**src/rtl/esup_pkg.sv**
```systemverilog
// Shared types and constants for the emulated serial port block.
// Used by the divider, the register port and the top level; no dependencies.
package esup_pkg;

  localparam int TIMER_BITS_DEFAULT = 20;

  // Shared divider operand widths.
  localparam int DIVIDEND_W = 32;
  localparam int DIVISOR_W  = 16;

  // Register port geometry: three 32-bit registers at byte addresses 0, 4, 8.
  localparam int ADDR_W = 4;
  localparam int DATA_W = 32;

  localparam logic [1:0] REG_LINE_LENGTH   = 2'd0;
  localparam logic [1:0] REG_DIRECT_MODE   = 2'd1;
  localparam logic [1:0] REG_OVERRUN_TICKS = 2'd2;

  localparam logic [7:0]  LINE_LENGTH_RST   = 8'd227;
  localparam logic [19:0] OVERRUN_TICKS_RST = 20'd78125;

  // Item function codes.
  localparam logic [1:0] FUNC_TICK   = 2'd0;
  localparam logic [1:0] FUNC_PERIOD = 2'd1;
  localparam logic [1:0] FUNC_TXDATA = 2'd2;
  localparam logic [1:0] FUNC_STATUS = 2'd3;

  localparam logic [7:0]  PREFIX_MARK  = 8'hA8;
  localparam logic [6:0]  PREFIX_UPPER = 7'h54;
  localparam logic [15:0] PERIOD_MAX   = 16'hFFFF;

  typedef struct packed {
    logic [7:0]  line_length;
    logic        direct_mode;
    logic [19:0] overrun_ticks;
  } cfg_t;

  typedef struct packed {
    logic                  start;
    logic [DIVIDEND_W-1:0] dividend;
    logic [DIVISOR_W-1:0]  divisor;
  } div_req_t;

  typedef struct packed {
    logic                  done;
    logic [DIVIDEND_W-1:0] quotient;
    logic [DIVISOR_W-1:0]  remainder;
  } div_rsp_t;

  typedef enum logic [2:0] {
    ST_IDLE,
    ST_TICK,
    ST_RXDIV,
    ST_TXDIV,
    ST_PERDIV,
    ST_ACT,
    ST_EMIT
  } state_t;

endpackage

```
**src/rtl/emulated_serial_uart_port.sv**
```systemverilog
// Top level of the emulated serial port: sequencer, port state and result beats.
// Depends on esup_pkg, esup_div and esup_apb.
//
// The block takes one item at a time and holds in_ready low until the last result
// beat of that item has been taken. All modulo and division work runs on one shared
// restoring divider that retires one bit per cycle. A line tick with a running
// period does two remainder operations; with a period of one it does one; a tick
// while the period is idle does none. A period write that changes the value divides
// once, or not at all in direct mode or when the value is unchanged. Transmit writes
// and status reads use no division. Each item then yields one result beat, or two
// when a nine-bit prefix byte precedes the data byte.
module emulated_serial_uart_port #(
  parameter int TIMER_BITS = esup_pkg::TIMER_BITS_DEFAULT
) (
  input  logic                         clk,
  input  logic                         rst,
  input  logic                         in_valid,
  output logic                         in_ready,
  input  logic [1:0]                   func,
  input  logic [15:0]                  write_data,
  input  logic                         rx_valid,
  input  logic [7:0]                   rx_byte,
  input  logic                         tx_ready,
  output logic                         out_valid,
  input  logic                         out_ready,
  output logic [15:0]                  read_data,
  output logic                         tx_valid,
  output logic [7:0]                   tx_byte,
  output logic                         irq_transmit,
  output logic                         irq_receive,
  output logic                         rx_accepted,
  output logic                         last,
  input  logic                         psel,
  input  logic                         penable,
  input  logic                         pwrite,
  input  logic [esup_pkg::ADDR_W-1:0]  paddr,
  input  logic [esup_pkg::DATA_W-1:0]  pwdata,
  output logic [esup_pkg::DATA_W-1:0]  prdata,
  output logic                         pready
);
  import esup_pkg::*;

  cfg_t     cfg;
  div_req_t div_req;
  div_rsp_t div_rsp;
  state_t   state, state_next;

  esup_apb u_apb (
    .clk     (clk),
    .rst     (rst),
    .psel    (psel),
    .penable (penable),
    .pwrite  (pwrite),
    .paddr   (paddr),
    .pwdata  (pwdata),
    .prdata  (prdata),
    .pready  (pready),
    .cfg     (cfg)
  );

  esup_div u_div (
    .clk (clk),
    .rst (rst),
    .req (div_req),
    .rsp (div_rsp)
  );

  // Port state.
  logic [15:0]           period_value;
  logic                  nine_bit_mode;
  logic [15:0]           tick_period;
  logic [31:0]           tick_count;
  logic [15:0]           hold_word;
  logic                  hold_full;
  logic [15:0]           shift_word;
  logic                  shift_busy;
  logic [9:0]            receive_word;
  logic                  receive_full;
  logic                  overrun_flag;
  logic [7:0]            prefix_byte;
  logic [TIMER_BITS-1:0] since_receive;

  // Latched tick item and slot decisions.
  logic       item_rx_valid;
  logic [7:0] item_rx_byte;
  logic       item_tx_ready;
  logic       rx_slot;
  logic       tx_slot;

  // Result beat registers.
  logic        has_pre;
  logic        phase;
  logic [7:0]  pre_byte;
  logic [15:0] fin_rd;
  logic        fin_txv;
  logic [7:0]  fin_txb;
  logic        fin_irq_t;
  logic        fin_irq_r;
  logic        fin_acc;

  logic        in_fire;
  logic        out_fire;
  logic        first_beat;
  logic [18:0] period_plus;
  logic [18:0] period_num;
  logic [15:0] div_line;
  logic        timer_full;
  logic        overrun_due;
  logic        busy_after;
  logic        tx_load;

  assign in_ready   = (state == ST_IDLE);
  assign in_fire    = in_valid && in_ready;
  assign out_valid  = (state == ST_EMIT);
  assign out_fire   = out_valid && out_ready;
  assign first_beat = has_pre && !phase;

  // ((period & 0x7fff) + 1) * 10 by shift and add.
  assign period_plus = 19'(write_data[14:0]) + 19'd1;
  assign period_num  = (period_plus << 3) + (period_plus << 1);
  assign div_line    = (cfg.line_length == 8'd0) ? 16'd1 : 16'(cfg.line_length);

  assign timer_full  = (since_receive == {TIMER_BITS{1'b1}});
  assign overrun_due = 32'(since_receive) > 32'(cfg.overrun_ticks);
  // The shift register frees only in a send slot with the line ready.
  assign busy_after  = shift_busy && !(tx_slot && item_tx_ready);
  // A transmit write with data goes straight through to a free shifter.
  assign tx_load     = (func == FUNC_TXDATA) && (write_data[9:0] != 10'd0) && !shift_busy;

  always_ff @(posedge clk) begin
    if (rst) begin
      state <= ST_IDLE;
    end else begin
      state <= state_next;
    end
  end

  always_comb begin
    state_next       = state;
    div_req.start    = 1'b0;
    div_req.dividend = tick_count;
    div_req.divisor  = tick_period;
    case (state)
      ST_IDLE: begin
        div_req.dividend = 32'(period_num);
        div_req.divisor  = div_line;
        if (in_fire) begin
          case (func)
            FUNC_TICK: begin
              state_next = (tick_period != 16'd0) ? ST_TICK : ST_EMIT;
            end
            FUNC_PERIOD: begin
              if (write_data != period_value && !cfg.direct_mode) begin
                div_req.start = 1'b1;
                state_next    = ST_PERDIV;
              end else begin
                state_next = ST_EMIT;
              end
            end
            default: state_next = ST_EMIT;
          endcase
        end
      end
      ST_TICK: begin
        div_req.start = 1'b1;
        if (tick_period == 16'd1) begin
          state_next = ST_TXDIV;
        end else begin
          div_req.divisor = tick_period - 16'd1;
          state_next      = ST_RXDIV;
        end
      end
      ST_RXDIV: begin
        div_req.divisor = tick_period - 16'd1;
        if (div_rsp.done) begin
          div_req.start   = 1'b1;
          div_req.divisor = tick_period;
          state_next      = ST_TXDIV;
        end
      end
      ST_TXDIV: begin
        if (div_rsp.done) begin
          state_next = ST_ACT;
        end
      end
      ST_PERDIV: begin
        div_req.dividend = 32'(period_num);
        div_req.divisor  = div_line;
        if (div_rsp.done) begin
          state_next = ST_EMIT;
        end
      end
      ST_ACT: state_next = ST_EMIT;
      ST_EMIT: begin
        if (out_fire && !first_beat) begin
          state_next = ST_IDLE;
        end
      end
      default: state_next = ST_IDLE;
    endcase
  end

  // Divider operands come from the item beat; only the dividend is latched, so the
  // user must keep the line length static while a beat is in flight (not enforced).
  always_ff @(posedge clk) begin
    if (rst) begin
      period_value  <= '0;
      nine_bit_mode <= 1'b0;
      tick_period   <= '0;
      tick_count    <= '0;
      hold_word     <= '0;
      hold_full     <= 1'b0;
      shift_word    <= '0;
      shift_busy    <= 1'b0;
      receive_word  <= '0;
      receive_full  <= 1'b0;
      overrun_flag  <= 1'b0;
      prefix_byte   <= '0;
      since_receive <= '0;
      has_pre       <= 1'b0;
      phase         <= 1'b0;
      fin_txv       <= 1'b0;
      fin_irq_t     <= 1'b0;
      fin_irq_r     <= 1'b0;
      fin_acc       <= 1'b0;
      rx_slot       <= 1'b0;
      tx_slot       <= 1'b0;
    end else begin
      case (state)
        ST_IDLE: begin
          if (in_fire) begin
            phase     <= 1'b0;
            fin_irq_r <= 1'b0;
            fin_acc   <= 1'b0;
            rx_slot   <= 1'b0;
            tx_slot   <= 1'b0;
            item_rx_valid <= rx_valid;
            item_rx_byte  <= rx_byte;
            item_tx_ready <= tx_ready;
            has_pre   <= tx_load && nine_bit_mode;
            pre_byte  <= PREFIX_MARK | {7'd0, write_data[8]};
            fin_txv   <= tx_load;
            fin_txb   <= tx_load ? write_data[7:0] : 8'd0;
            fin_irq_t <= tx_load;
            fin_rd    <= (func == FUNC_STATUS) ?
                         {overrun_flag, receive_full, !hold_full, !shift_busy,
                          2'b00, receive_word} : 16'd0;
            case (func)
              FUNC_TICK: begin
                if (!timer_full) begin
                  since_receive <= since_receive + 1'b1;
                end
                if (tick_period != 16'd0) begin
                  tick_count <= tick_count + 32'd1;
                end
              end
              FUNC_PERIOD: begin
                if (write_data != period_value) begin
                  period_value  <= write_data;
                  nine_bit_mode <= write_data[15];
                  tick_count    <= '0;
                  if (cfg.direct_mode) begin
                    tick_period <= 16'd1;
                  end
                end
              end
              FUNC_TXDATA: begin
                hold_word <= write_data;
                if (write_data[9:0] != 10'd0) begin
                  if (!shift_busy) begin
                    // Straight through the holding register into the shifter.
                    shift_word <= write_data;
                    shift_busy <= 1'b1;
                    hold_full  <= 1'b0;
                  end else begin
                    hold_full <= 1'b1;
                  end
                end
              end
              FUNC_STATUS: begin
                overrun_flag <= 1'b0;
                receive_full <= 1'b0;
              end
              default: ;
            endcase
          end
        end
        ST_TICK: begin
          if (tick_period == 16'd1) begin
            rx_slot <= 1'b1;
          end
        end
        ST_RXDIV: begin
          if (div_rsp.done) begin
            rx_slot <= (div_rsp.remainder == '0);
          end
        end
        ST_TXDIV: begin
          if (div_rsp.done) begin
            tx_slot <= (div_rsp.remainder == '0);
          end
        end
        ST_PERDIV: begin
          if (div_rsp.done) begin
            if (div_rsp.quotient == '0) begin
              tick_period <= 16'd1;
            end else if (div_rsp.quotient > 32'(PERIOD_MAX)) begin
              tick_period <= PERIOD_MAX;
            end else begin
              tick_period <= div_rsp.quotient[15:0];
            end
          end
        end
        ST_ACT: begin
          if (rx_slot && item_rx_valid) begin
            if (receive_full) begin
              if (overrun_due) begin
                overrun_flag <= 1'b1;
                fin_irq_r    <= 1'b1;
                fin_acc      <= 1'b1;
              end
            end else if (nine_bit_mode && prefix_byte == 8'd0) begin
              // Without a held prefix a byte is either the prefix or dropped.
              fin_acc <= 1'b1;
              if (item_rx_byte[7:1] == PREFIX_UPPER) begin
                prefix_byte <= item_rx_byte;
              end
            end else begin
              if (nine_bit_mode) begin
                receive_word <= {1'b1, prefix_byte[0], item_rx_byte};
                prefix_byte  <= '0;
              end else begin
                receive_word <= {2'b01, item_rx_byte};
              end
              receive_full  <= 1'b1;
              since_receive <= '0;
              fin_irq_r     <= 1'b1;
              fin_acc       <= 1'b1;
            end
          end
          if (tx_slot) begin
            if (hold_full && !busy_after) begin
              shift_word <= hold_word;
              shift_busy <= 1'b1;
              hold_full  <= 1'b0;
              has_pre    <= nine_bit_mode;
              pre_byte   <= PREFIX_MARK | {7'd0, hold_word[8]};
              fin_txv    <= 1'b1;
              fin_txb    <= hold_word[7:0];
              fin_irq_t  <= 1'b1;
            end else if (!busy_after) begin
              shift_busy <= 1'b0;
            end
          end
        end
        ST_EMIT: begin
          if (out_fire && first_beat) begin
            phase <= 1'b1;
          end
        end
        default: ;
      endcase
    end
  end

  always_comb begin
    if (first_beat) begin
      read_data    = '0;
      tx_valid     = 1'b1;
      tx_byte      = pre_byte;
      irq_transmit = 1'b0;
      irq_receive  = 1'b0;
      rx_accepted  = 1'b0;
      last         = 1'b0;
    end else begin
      read_data    = fin_rd;
      tx_valid     = fin_txv;
      tx_byte      = fin_txb;
      irq_transmit = fin_irq_t;
      irq_receive  = fin_irq_r;
      rx_accepted  = fin_acc;
      last         = 1'b1;
    end
  end

endmodule

```
**src/rtl/esup_div.sv**
```systemverilog
// Restoring radix-2 divider, one quotient bit per cycle, quotient and remainder.
// Depends on esup_pkg for operand widths and the request/response structs.
module esup_div (
  input  logic              clk,
  input  logic              rst,
  input  esup_pkg::div_req_t req,
  output esup_pkg::div_rsp_t rsp
);
  import esup_pkg::*;

  localparam int CNT_W = $clog2(DIVIDEND_W);

  logic                  busy;
  logic                  done;
  logic [CNT_W-1:0]      cnt;
  logic [DIVIDEND_W-1:0] quo;
  logic [DIVISOR_W-1:0]  rem;
  logic [DIVISOR_W:0]    trial;
  logic                  fits;

  assign trial = {rem, quo[DIVIDEND_W-1]};
  assign fits  = trial >= {1'b0, req.divisor};

  always_ff @(posedge clk) begin
    if (rst) begin
      busy <= 1'b0;
      done <= 1'b0;
      cnt  <= '0;
    end else begin
      done <= 1'b0;
      if (req.start) begin
        busy <= 1'b1;
        cnt  <= '0;
      end else if (busy) begin
        cnt <= cnt + 1'b1;
        if (cnt == CNT_W'(DIVIDEND_W - 1)) begin
          busy <= 1'b0;
          done <= 1'b1;
        end
      end
    end
  end

  // The divisor must be held steady by the requester for the whole run.
  always_ff @(posedge clk) begin
    if (req.start) begin
      quo <= req.dividend;
      rem <= '0;
    end else if (busy) begin
      if (fits) begin
        rem <= DIVISOR_W'(trial - {1'b0, req.divisor});
      end else begin
        rem <= trial[DIVISOR_W-1:0];
      end
      quo <= {quo[DIVIDEND_W-2:0], fits};
    end
  end

  assign rsp.done      = done;
  assign rsp.quotient  = quo;
  assign rsp.remainder = rem;

endmodule

```
**src/rtl/esup_apb.sv**
```systemverilog
// Configuration register file behind an APB-style port.
// Depends on esup_pkg for the register map and the cfg_t struct.
module esup_apb (
  input  logic                         clk,
  input  logic                         rst,
  input  logic                         psel,
  input  logic                         penable,
  input  logic                         pwrite,
  input  logic [esup_pkg::ADDR_W-1:0]  paddr,
  input  logic [esup_pkg::DATA_W-1:0]  pwdata,
  output logic [esup_pkg::DATA_W-1:0]  prdata,
  output logic                         pready,
  output esup_pkg::cfg_t               cfg
);
  import esup_pkg::*;

  logic [1:0] reg_index;
  logic       wr_en;

  assign reg_index = paddr[3:2];
  assign wr_en     = psel && penable && pwrite;
  assign pready    = 1'b1;

  always_ff @(posedge clk) begin
    if (rst) begin
      cfg.line_length   <= LINE_LENGTH_RST;
      cfg.direct_mode   <= 1'b0;
      cfg.overrun_ticks <= OVERRUN_TICKS_RST;
    end else if (wr_en) begin
      case (reg_index)
        REG_LINE_LENGTH:   cfg.line_length   <= pwdata[7:0];
        REG_DIRECT_MODE:   cfg.direct_mode   <= pwdata[0];
        REG_OVERRUN_TICKS: cfg.overrun_ticks <= pwdata[19:0];
        default: ;
      endcase
    end
  end

  always_comb begin
    case (reg_index)
      REG_LINE_LENGTH:   prdata = DATA_W'(cfg.line_length);
      REG_DIRECT_MODE:   prdata = DATA_W'(cfg.direct_mode);
      REG_OVERRUN_TICKS: prdata = DATA_W'(cfg.overrun_ticks);
      default:           prdata = '0;
    endcase
  end

endmodule

```
**config.mk**
```make
export PLATFORM = sky130hd
export DESIGN_NAME = emulated_serial_uart_port
export DESIGN_NICKNAME = d
export VERILOG_FILES = /design/src/rtl/esup_pkg.sv /design/src/rtl/emulated_serial_uart_port.sv /design/src/rtl/esup_div.sv /design/src/rtl/esup_apb.sv
export SDC_FILE = /design/constraint.sdc
export NUM_CORES = 1
export LEC_CHECK = 0
export ABC_AREA = 1
export CELL_PAD_IN_SITES_DETAIL_PLACEMENT = 1
export CELL_PAD_IN_SITES_GLOBAL_PLACEMENT = 2
export CORE_MARGIN = 4
export CORE_UTILIZATION = 31
export CTS_CLUSTER_SIZE = 12
export DETAILED_ROUTE_END_ITERATION = 12
export DONT_BUFFER_PORTS = 1
export PLACE_DENSITY = 0.72
export SETUP_SLACK_MARGIN = 0.1
export SYNTH_ARGS = -nofsm -noshare
export SYNTH_HDL_FRONTEND = slang
export SYNTH_SLANG_ARGS = --single-unit
```
**constraint.sdc**
```tcl
create_clock -name clk -period 8 [get_ports clk]
set_input_delay 2 -clock clk [delete_from_list [all_inputs] [get_ports clk]]
set_output_delay 2 -clock clk [all_outputs]
set_load 0.02 [all_outputs]
```
Word level (Yosys, flattened, before mapping)
Cells that the tools add are included.
W data, S select, Z words.
{"block": "classes", "add_sub_neg": 7, "n_lt_le_gt_ge": 3, "n_eq_ne": 44, "muxes": 112, "bitwise": 4, "reduce_logical": 66}
{"cell": "$mux W16", "count": 11}
{"cell": "$mux W32", "count": 5}
{"cell": "$mux W20", "count": 6}
{"cell": "$mux W8", "count": 12}
{"cell": "$pmux W32 S2", "count": 1}
{"cell": "$pmux W20 S3", "count": 1}
{"cell": "$mux W1", "count": 49}
{"cell": "$pmux W16 S3", "count": 1}
{"cell": "$pmux W20 S2", "count": 1}
{"cell": "$add A32 B1 Y32 const B", "count": 1}
{"cell": "$gt A32 B16 Y1 const B", "count": 1}
{"cell": "$logic_not A32 Y1", "count": 1}
{"cell": "$pmux W16 S2", "count": 1}
{"cell": "$pmux W8 S2", "count": 2}
{"cell": "$ne A2 B1 Y1 const B", "count": 14}
{"cell": "$reduce_and A5 Y1", "count": 5}
{"cell": "$reduce_and A4 Y1", "count": 6}
{"cell": "$reduce_and A6 Y1", "count": 4}
{"cell": "$ne A2 B2 Y1 const B", "count": 11}
{"cell": "$pmux W3 S7", "count": 1}
{"cell": "$add A20 B1 Y20 const B", "count": 1}
{"cell": "$eq A20 B20 Y1 const B", "count": 1}
{"cell": "$gt A20 B20 Y1", "count": 1}
{"cell": "$pmux W1 S2", "count": 10}
{"cell": "37 further kinds", "count": 89}
{"block": "word_totals", "reg_bits": 252, "input_bits": 71, "output_inout_bits": 64}

Longest topological paths before layout
Gate-level depths: netlist of run 1.
{"block": "logic_depth", "depth_word": 8, "mapped_depth": 25}

Modules after synthesis
From an unflattened synthesis of run 1, not the netlist that was laid out.
{"block": "hier_totals", "hier_cells": 2468, "hier_area_um2": 16082.9}
{"mod": "emulated_serial_uart_port", "instances": 1, "cells_per_inst": 1747, "area_per_inst_um2": 11039.3}
{"mod": "esup_div", "instances": 1, "cells_per_inst": 498, "area_per_inst_um2": 3570.9}
{"mod": "esup_apb", "instances": 1, "cells_per_inst": 223, "area_per_inst_um2": 1472.7}

Worst setup path before layout of run 1
No wires, ideal clock.
{"block": "synth_path", "path_kind": "in2out", "from": "in paddr[3] (netlist name)", "to": "out prdata[0] (netlist name)", "t_arrival_ns": 2.869, "path_slack_ns": 3.131, "cell_stages": 1, "cell_sequence": "o311ai_0"}
{"block": "synth_via", "elab_chain_len": 2, "word_cells_on_any_way": 4, "cone_classes": "eq/ne: 2; mux: 1; reduce/logical: 1"}
{"element": "from (decl)", "line_no": "emulated_serial_uart_port.sv:36", "source": "input logic [esup_pkg::ADDR_W-1:0] paddr,"}
{"element": "$eq A2 B2 Y1 (tied with other cells)", "line_no": "esup_apb.sv:40", "source": "case (reg_index)"}
{"element": "$pmux W20 S3 (*)", "line_no": "esup_apb.sv:40"}
{"element": "to (decl)", "line_no": "emulated_serial_uart_port.sv:38", "source": "output logic [esup_pkg::DATA_W-1:0] prdata,"}
Every way passes the cells marked *; elsewhere a longest branch is shown, timed or not.

Final worst setup path of run 1
{"block": "layout_path", "from": "in paddr[3] (netlist name)", "to": "out prdata[5] (netlist name)"}
Same word-level chain as after synthesis.

==> reports/qor.yml, run 1 <==
cap_violations: 0
clock_sinks: 242
core_area_um2: 50100
seq_area_um2: 5500
ys_types: 53
n_fill_cell: 6487
post-synth-top-count-cell: "nand2_1"
layout-drive-gt1-share_pct: 4.82
hold_class: "register to register"
max_freq_ghz: 0.193
cts-root-buf: "clkbuf_16"
wl_um: 50700
wl_per_cell_um: 16.7
track_usage_pct: 18.3
ios: 135
fin_setup_tns_ns: 0
drt_first_pass_iters: 5
initial_core_util_pct: 31.2
ys_seq_area_share_pct: 35.1
synth-edff-count: 65
synthFlopType: "dfxtp_1"
clk_latency_ns: 0.58
period_minus_slack_ns: 5.19
final_nets: 2471
worst_ir_drop_vdd_mv: 0.167
worstSetupPathType: "input pin to output pin"
grt_pass1_wl_um: 81300
postCtsHoldBufs: 0
cp.required_ns: 6.00
via_per_inst: 4.90
path_max_fanout: 20
grt_pass1_vias: 14886
grt.overflow.total: 0
yosys.area.top_type: "dfxtp_1"
synth.avg_cell_area_um2: 6.57
p_leak_uw: 0.00725
port_buffers: 0
cts_tree: "done"
outcome: "finished, final reports clean"
final_area_um2: 17200
relSlewSlack_pct: 31.7
dpl_cell_area_um2: 16100
drt-initial-drc-count: 667
rsz0062_at_grt: "false"
antenna_found_initial: 0
cts_resized: 0
fin_skew_ns: 0.0169
netlist_area_um2: 15600
finalHoldViolations: 0
yosys-top-cells-area: "dfxtp_1 23%, nand2_1 16%, edfxtp_1 12%"
ant_nets: 0
die_x_um: 233
vias: 14896
slew_violations: 0
multi_input_area_um2: 8560
pwr_density_cell_nw_per_um2: 340
placementRows: 82
dieArea_um2: 54100
fin_crit_sh_pct: 64.8
h-tree-depth: 1
dieHeight_um: 233
synth.top_cell.area_share_pct: 22.6
grt_max_degree: 69
antennaDiodeCount: 0
ys_seq_elements: 242
synthArstFlopShare_pct: 0
finalWeightedCongestion: 0.853
arrival_ns: 3.19
setup_violations: 0
dp_hpwl_um: 38000
clk_pin_slew_worst_paths_ns: 0.05
tightest_slew_ns: 1.02
worst_setup_path_end_kind: "output pin"
remaining_drc_errors: 0
post_cts_buffers: 0
cts_made_buffers: 31
worstSetupStartpointType: "input pin"
synthTopCellsByCount: "664 x nand2_1, 297 x nor2_1, 279 x inv_1, 177 x dfxtp_1, 176 x nand3_1"
yosysWarnings: 0
synthCells: 2383
cts_buffer_depth: 3
areaGrowthSynthToFinish_pct: 9.68
-- final cells by class --
| cell class | count | share of cell area (%) |
|---|---|---|
| multi-input combinational | 1755 | 49.9 |
| sequential | 242 | 32.0 |
| inverter | 299 | 6.54 |
| tap | 672 | 4.90 |
| clock buffer | 35 | 4.61 |
| clock inverter | 23 | 1.54 |
| timing repair buffer | 11 | 0.481 |
-- power breakdown --
group | internal (uW) | switching [uW] | total [uW]
combinational | 815 | 1890 | 2700
sequential | 1510 | 154 | 1670
clock | 874 | 585 | 1460
total | 3200 | 2630 | 5830
-- worst paths after layout --
check / startpoint / to / depth (start not counted) / slack (ns)
max reg2reg: state[2]$_SDFFE_PP0P_ / u_div.quo[0]$_DFFE_PP_ / 18 / 3.07
min reg2reg: prefix_byte[4]$_SDFFE_PP0P_ / prefix_byte[4]$_SDFFE_PP0P_ / 2 / 0.45
min: prefix_byte[4]$_SDFFE_PP0P_ / prefix_byte[4]$_SDFFE_PP0P_ / 2 / 0.45
max: paddr[3] / prdata[5] / 4 / 2.81
-- registers in the layout (all words and copies together) (netlist names), 3 cells and up --
| name | cells |
|---|---|
| prefix_byte | 8 |
| hold_word | 9 |
| fin_rd | 14 |
| item_rx_byte | 8 |
| u_apb.cfg | 29 |
| u_div.cnt | 5 |
| since_receive | 20 |
| tick_count | 32 |
| tick_period | 16 |
| state | 3 |
| u_div.rem | 16 |
| fin_txb | 8 |
| period_value | 15 |
| receive_word | 10 |
| u_div.quo | 32 |
-- layout by cell type, fill, tap and decap left out, types with 12 or more instances in the layout --
cell         n
a21oi_1    170
clkbuf_16   31
conb_1      15
dfxtp_1    177
edfxtp_1    65
ha_1        58
inv_1      278
inv_2       20
nand2_1    664
nand3_1    176
nand4_1     36
nor2_1     295
nor3_1      35
o211ai_1    19
o21ai_0    153
xnor2_1     12
xor2_1      46
-- layer usage --
metal | GRT usage, % | wire length [um] | share of wire (%)
met1 | 24.5 | 23800 | 47
met2 | 31.8 | 24200 | 48
met3 | 2.57 | 1770 | 3.5
met4 | 3.19 | 838 | 1.7
met5 | 0 | 0 | 0
-- cell families after synthesis --
kind of cell	Yosys count	share of synthesized area [%]
AOI/OAI and AO/OA	363	12.3
xor gates and xnor gates	58	3.25
adders and majority gates	60	4.89
buffers and inverters	399	10.5
DFF	242	35.1
muxes	2	0.128
other	2	0.0480
and+or+nand+nor	1257	33.8
-- critical path, cell delays in order --
cell	delay [ns]
inv_1	0.02
nor2_1	0.13
inv_1	0.29
o21ai_0	0.74
-- per-stage QoR --
stage	cells	util, %	power, uW	worst slack (ns)	hold WS, ns
after floorplan	2396	-	3710	3.13	0.423
after global placement	2979	32.2	4380	2.90	0.433
after detailed placement	2979	32.2	4430	2.82	0.442
after CTS	3037	34.3	5930	2.82	0.450
after global routing	3037	34.3	6350	2.46	0.475
final	3037	34.3	5830	2.81	0.450
No activity file was read; power rests on OpenSTA's default activity.
==> run 2, diff against run 1 <==
Settings changed: ABC_AREA 1 to 0, PLACE_DENSITY 0.72 to 0.67.
Clock period 8 ns to 4.99 ns, I/O delays scaled along.
==> reports/qor.yml, run 2 <==
path_max_fanout: 8
netlist_area_um2: 13500
yosysWarnings: 0
cp-endpoint: "u_div.rem[12]$_SDFFE_PP0P_"
hold_class: "register to register"
synthCells: 1576
slew_violations: 0
synth.top_cell.area_share_pct: 26.3
r2r_end: "u_div.rem[12]$_SDFFE_PP0P_"
final_nets: 1686
p_leak_uw: 0.00588
post-synth-top-count-cell: "nor2_1"
period_minus_slack_ns: 4.47
synth_xor_area_share_pct: 5.52
worst_setup_path_end_kind: "register"
synth.mux.area_fraction_pct: 3.95
pwr_density_cell_nw_per_um2: 528
dieHeight_um: 217
grt_pass1_vias: 11384
cap_violations: 0
wl_um: 39100
via_per_inst: 5.12
r2r_setup_slack_ns: 0.52
tightest_slew_ns: 1.01
whs_path_depth: 2
reg_top3: "tick_count: 32 flops, u_div.quo: 32 flops, u_apb.cfg: 29 flops"
layout_setup_ws_ns: 0.523
synthFlopType: "dfxtp_1"
post-route-util_pct: 35.1
ys_types: 75
cp.required_ns: 5.49
clock_sinks: 242
worst_ir_drop_vdd_mv: 0.279
synth-edff-count: 65
h-tree-depth: 1
remaining_drc_errors: 0
vias: 11083
seqPwrFrac_pct: 33.4
dp_hpwl_um: 28700
worstSetupStartpointType: "register"
grt_pass1_wl_um: 63200
ys_seq_elements: 242
relSlewSlack_pct: 32.5
r2r-start: "tick_period[12]$_SDFFE_PP0P_"
finalHoldViolations: 0
synth_compound_area_share_pct: 16.2
port_buffers: 0
swShare_pct: 37.0
antenna_found_initial: 0
arrival_ns: 4.97
track_usage_pct: 16.3
fin_setup_tns_ns: 0
worstSetupPathType: "register to register"
placementRows: 76
rsz0062_at_grt: "false"
layout-drive-gt1-share_pct: 7.09
cts_tree: "done"
core_area_um2: 43100
cts_buffer_depth: 3
mostFrequentLayoutCells: "190 x nor2_1, 177 x dfxtp_1, 166 x nand2_1, 135 x a21oi_1, 65 x edfxtp_1"
r2r_cells: 19
yosys-top-cells-area: "dfxtp_1 26%, edfxtp_1 14%, ha_1 5.4%"
initial_core_util_pct: 31.3
cts_made_buffers: 31
drt_first_pass_iters: 5
fin_skew_ns: 0.0223
setup_violations: 0
synth.avg_cell_area_um2: 8.56
areaGrowthSynthToFinish_pct: 12.0
fin_crit_sh_pct: 89.5
clockPowerShare_pct: 29.0
synthArstFlopShare_pct: 0
grt.overflow.total: 0
combPwrFrac_pct: 37.6
die_x_um: 217
antennaDiodeCount: 0
synth_simple_gate_area_share_pct: 23.1
ant_nets: 0
grt_max_degree: 114
max_freq_ghz: 0.224
drt-initial-drc-count: 479
p_switching_uw: 2950
fin_cells: 2165
holdWs_ns: 0.449
internal-power_uw: 5020
cp-startpoint: "tick_period[12]$_SDFFE_PP0P_"
wl_per_cell_um: 18.0
outcome: "finished, final reports clean"
synth_top_family_by_area: "simple AND/OR/NAND/NOR gates"
cts-root-buf: "clkbuf_16"
postCtsHoldBufs: 0
ios: 135
final_common_cell: "nor2_1"
post-place-ws_ns: 0.354
yosys.area.top_type: "dfxtp_1"
synthTopCellsByCount: "192 x nor2_1, 177 x dfxtp_1, 166 x nand2_1, 135 x a21oi_1, 65 x edfxtp_1"
ys_seq_area_share_pct: 40.8
dieArea_um2: 46900
clk_pin_slew_worst_paths_ns: 0.06
placedCellCount: 2107
synthAdderAreaFrac_pct: 5.68
clk_latency_ns: 0.59
finalWeightedCongestion: 0.779
-- run 2: cell count changes in the layout (fill, tap and decap cells not counted), sizes merged, moves of 17 or more --
cell | before | now
nand4 | 37 | 18
nand2 | 673 | 166
inv | 301 | 52
o21ai | 157 | 74
nand3 | 177 | 35
xnor2 | 12 | 42
or3 | 0 | 32
a21oi | 170 | 141
nor2 | 304 | 193
and2 | 2 | 40
mux2i | 2 | 51
o211ai | 19 | 2
and3 | 2 | 29
-- run 2: area by class of cell --
| type | instances | area, um^2 |
|---|---|---|
| clock buffer | 34 | 787 |
| clock inverter | 24 | 265 |
| fill | 5030 | 28000 |
| inverter | 51 | 191 |
| multi-input combinational | 1202 | 7430 |
| sequential | 242 | 5500 |
| tap | 585 | 732 |
| timing repair buffer | 27 | 203 |
-- run 2: critical path: stages, from the launching register on --
cell      delay, ns
dfxtp_1        0.37
or3_4          0.42
or4_4          0.55
nor2_2         0.18
nand2_1        0.08
a21oi_2        0.19
nor2_1         0.12
o21ai_1        0.16
ha_1           0.18
inv_1          0.05
fa_1           0.41
a211oi_1       0.28
nor2_1         0.12
o41ai_1        0.25
buf_4          0.19
o311ai_0       0.12
a21oi_1        0.21
xnor2_1        0.14
mux2i_1        0.10
a211oi_2       0.23
-- run 2: repair_timing --
action	in CTS	in global routing
gates resized for setup	0	4
buffers inserted	0	0
endpoints found under the setup margin	0	2
-- run 2: metal layers --
| layer | GRT usage (%) | vias up | share of wire, % | routed length, um |
|---|---|---|---|---|
| met5 | 0 | - | 0 | 0 |
| met4 | 3.39 | 0 | 1.9 | 734 |
| met3 | 2.83 | 47 | 4.0 | 1560 |
| met2 | 27.2 | 165 | 46 | 18200 |
| met1 | 22.2 | 5362 | 48 | 18600 |
| li1 | - | 5509 | - | - |
-- run 2: kinds of logic (layout without fill, tap and decap cells) --
group / Yosys count / count (layout)
AOI/OAI and AO/OA: 344 / 344
buffers and inverters: 145 / 136
xor gates and xnor gates: 85 / 85
DFF: 242 / 242
adders and majority gates: 60 / 60
other: 2 / 15
muxes: 53 / 53
and+or+nand+nor: 645 / 645
-- run 2: how the worst min path moves through the flow --
stage                                  from                           end
2_1_floorplan   prefix_byte[4]$_SDFFE_PP0P_   prefix_byte[4]$_SDFFE_PP0P_
3_3_place_gp   receive_word[5]$_SDFFE_PP0P_  receive_word[5]$_SDFFE_PP0P_
3_5_place_dp   receive_word[5]$_SDFFE_PP0P_  receive_word[5]$_SDFFE_PP0P_
4_1_cts        receive_word[4]$_SDFFE_PP0P_  receive_word[4]$_SDFFE_PP0P_
5_1_grt        receive_word[6]$_SDFFE_PP0P_  receive_word[6]$_SDFFE_PP0P_
6_report       receive_word[5]$_SDFFE_PP0P_  receive_word[5]$_SDFFE_PP0P_
-- run 2: stage by stage --
| step | total power (uW) | cell area, um^2 |
|---|---|---|
| floorplan | 4900 | 13500 |
| finish | 7970 | 15100 |
| global placement | 5680 | 14000 |
| detailed placement | 5720 | 14000 |
| global route | 8580 | 15100 |
| CTS | 8100 | 15100 |
-- run 2: power by group through the flow --
stage / clock network, uW / registers (uW) / logic [uW]
after floorplan: 0 / 2600 / 2310
after global placement: 0 / 2690 / 2980
after detailed placement: 0 / 2700 / 3020
after CTS: 2400 / 2660 / 3040
after global routing: 2480 / 2700 / 3400
final: 2310 / 2660 / 3000
==> run 3, diff against run 2 <==
Clock period 4.99 ns to 4.9 ns, I/O delays scaled along.
==> reports/qor.yml, run 3 (synthesis results as in run 2) <==
mostFrequentLayoutCells: "190 x nor2_1, 177 x dfxtp_1, 166 x nand2_1, 135 x a21oi_1, 65 x edfxtp_1"
remaining_drc_errors: 0
fin_setup_tns_ns: 0
min_from: "receive_word[5]$_SDFFE_PP0P_"
areaGrowthSynthToFinish_pct: 12.1
cp-startpoint: "tick_period[12]$_SDFFE_PP0P_"
cts-root-buf: "clkbuf_16"
fin_crit_sh_pct: 91.8
rsz0062_at_grt: "false"
placementRows: 76
finalHoldViolations: 0
layout-drive-gt1-share_pct: 7.22
setup_violations: 0
final_common_cell: "nor2_1"
cts_tree: "done"
wl_per_cell_um: 18.0
cts_resized: 0
post-place-ws_ns: 0.230
slew_violations: 0
dieArea_um2: 46900
postCtsHoldBufs: 0
antenna_found_initial: 0
crit_top_cell: "nor2_1"
cp.required_ns: 5.38
pwr_density_cell_nw_per_um2: 537
h-tree-depth: 1
final_nets: 1687
finalWeightedCongestion: 0.781
grt_max_degree: 114
fin_cells: 2165
cap_violations: 0
relSlewSlack_pct: 37.7
ant_nets: 0
placedCellCount: 2109
die_x_um: 217
dp_hpwl_um: 28600
tightest_slew_ns: 0.932
worstSetupStartpointType: "register"
r2r_setup_slack_ns: 0.40
wl_um: 38900
power_uw: 8120
ios: 135
r2r_end: "u_div.rem[12]$_SDFFE_PP0P_"
drt-initial-drc-count: 488
clk_pin_slew_worst_paths_ns: 0.06
port_buffers: 0
reg_top3: "tick_count: 32 flops, u_div.quo: 32 flops, u_apb.cfg: 29 flops"
hold_class: "register to register"
cts_made_buffers: 30
max_freq_ghz: 0.222
track_usage_pct: 16.0
r2r-start: "tick_period[12]$_SDFFE_PP0P_"
core_area_um2: 43100
slowest_delay_ns: 0.56
drt_first_pass_iters: 4
antennaDiodeCount: 0
path_cells: "or3_4 -> or4_4 -> nor2_4 -> nand2_1 -> a21oi_2 -> nor2_1 -> o21ai_1 -> ha_1 -> inv_1 -> fa_1 -> a211oi_2 -> nor2_1 -> o41ai_2 -> buf_4 -> o311ai_0 -> a21oi_1 -> xnor2_1 -> mux2i_1 -> a211oi_1"
n_fill_cell: 5067
post_cts_buffers: 0
grt.overflow.total: 0
period_minus_slack_ns: 4.50
initial_core_util_pct: 31.3
outcome: "finished, final reports clean"
whs_path_depth: 2
worstSetupPathType: "register to register"
grt_pass1_vias: 11197
r2r_cells: 19
dieHeight_um: 217
via_per_inst: 5.11
clock_sinks: 242
crit_slowest_cell: "or4_4"
vias: 11053
worst_ir_drop_vdd_mv: 0.250
clk_latency_ns: 0.57
fin_skew_ns: 0.00929
hold-path-endpoint: "receive_word[5]$_SDFFE_PP0P_"
path_max_fanout: 8
grt_pass1_wl_um: 62500
cts_buffer_depth: 3
p_leak_uw: 0.00589
arrival_ns: 4.98
layout_setup_ws_ns: 0.402
worst_setup_path_end_kind: "register"
[run 3: how the worst max path moves through the flow]
stage                                            end  cells past startpoint  slack, ns
after floorplan               u_div.quo[0]$_DFFE_PP_                     17       0.43
after global placement    u_div.rem[14]$_SDFFE_PP0P_                     19       0.28
after detailed placement  u_div.rem[12]$_SDFFE_PP0P_                     19       0.23
after CTS                 u_div.rem[12]$_SDFFE_PP0P_                     19       0.17
after global routing      u_div.rem[12]$_SDFFE_PP0P_                     19       0.07
final                     u_div.rem[12]$_SDFFE_PP0P_                     19       0.40
[run 3: worst max-delay path: cells and delay by family (launching register included)]
family / cells / cell delay (ns)
mux: 1 / 0.09
buf+inv: 2 / 0.25
xor+xnor: 1 / 0.14
fa+ha+maj: 2 / 0.64
flops: 1 / 0.38
compound gates: 7 / 1.48
simple gates: 6 / 1.45
[run 3: metal layers]
layer	global-route usage (%)	part of all wire (%)	up-vias
li1	-	-	5514
met1	21.8	48	5374
met5	0	0	-
met2	27.2	46	125
met3	2.92	4.1	40
met4	2.41	1.4	0
[run 3: power by group]
| group | switching [uW] | internal [uW] | total [uW] |
|---|---|---|---|
| Sequential | 249 | 2460 | 2710 |
| Combinational | 1860 | 1270 | 3130 |
| Clock | 898 | 1380 | 2280 |
[run 3: per-stage QoR]
stage               instance area (um^2)  hold WS, ns  utilization (%)
floorplan                          13500        0.431                -
global placement                   14100        0.435             32.6
detailed placement                 14100        0.438             32.6
CTS                                15100        0.446             35.0
global route                       15100        0.460             35.1
finish                             15100        0.444             35.1
[run 3: cell type report]
cell class | instances | area [um^2] | area share [%]
clock buffer | 46 | 871 | 5.76
clock inverter | 10 | 156 | 1.03
inverter | 51 | 191 | 1.27
multi-input combinational | 1202 | 7450 | 49.3
sequential | 242 | 5500 | 36.4
tap | 585 | 732 | 4.84
timing repair buffer | 29 | 218 | 1.44
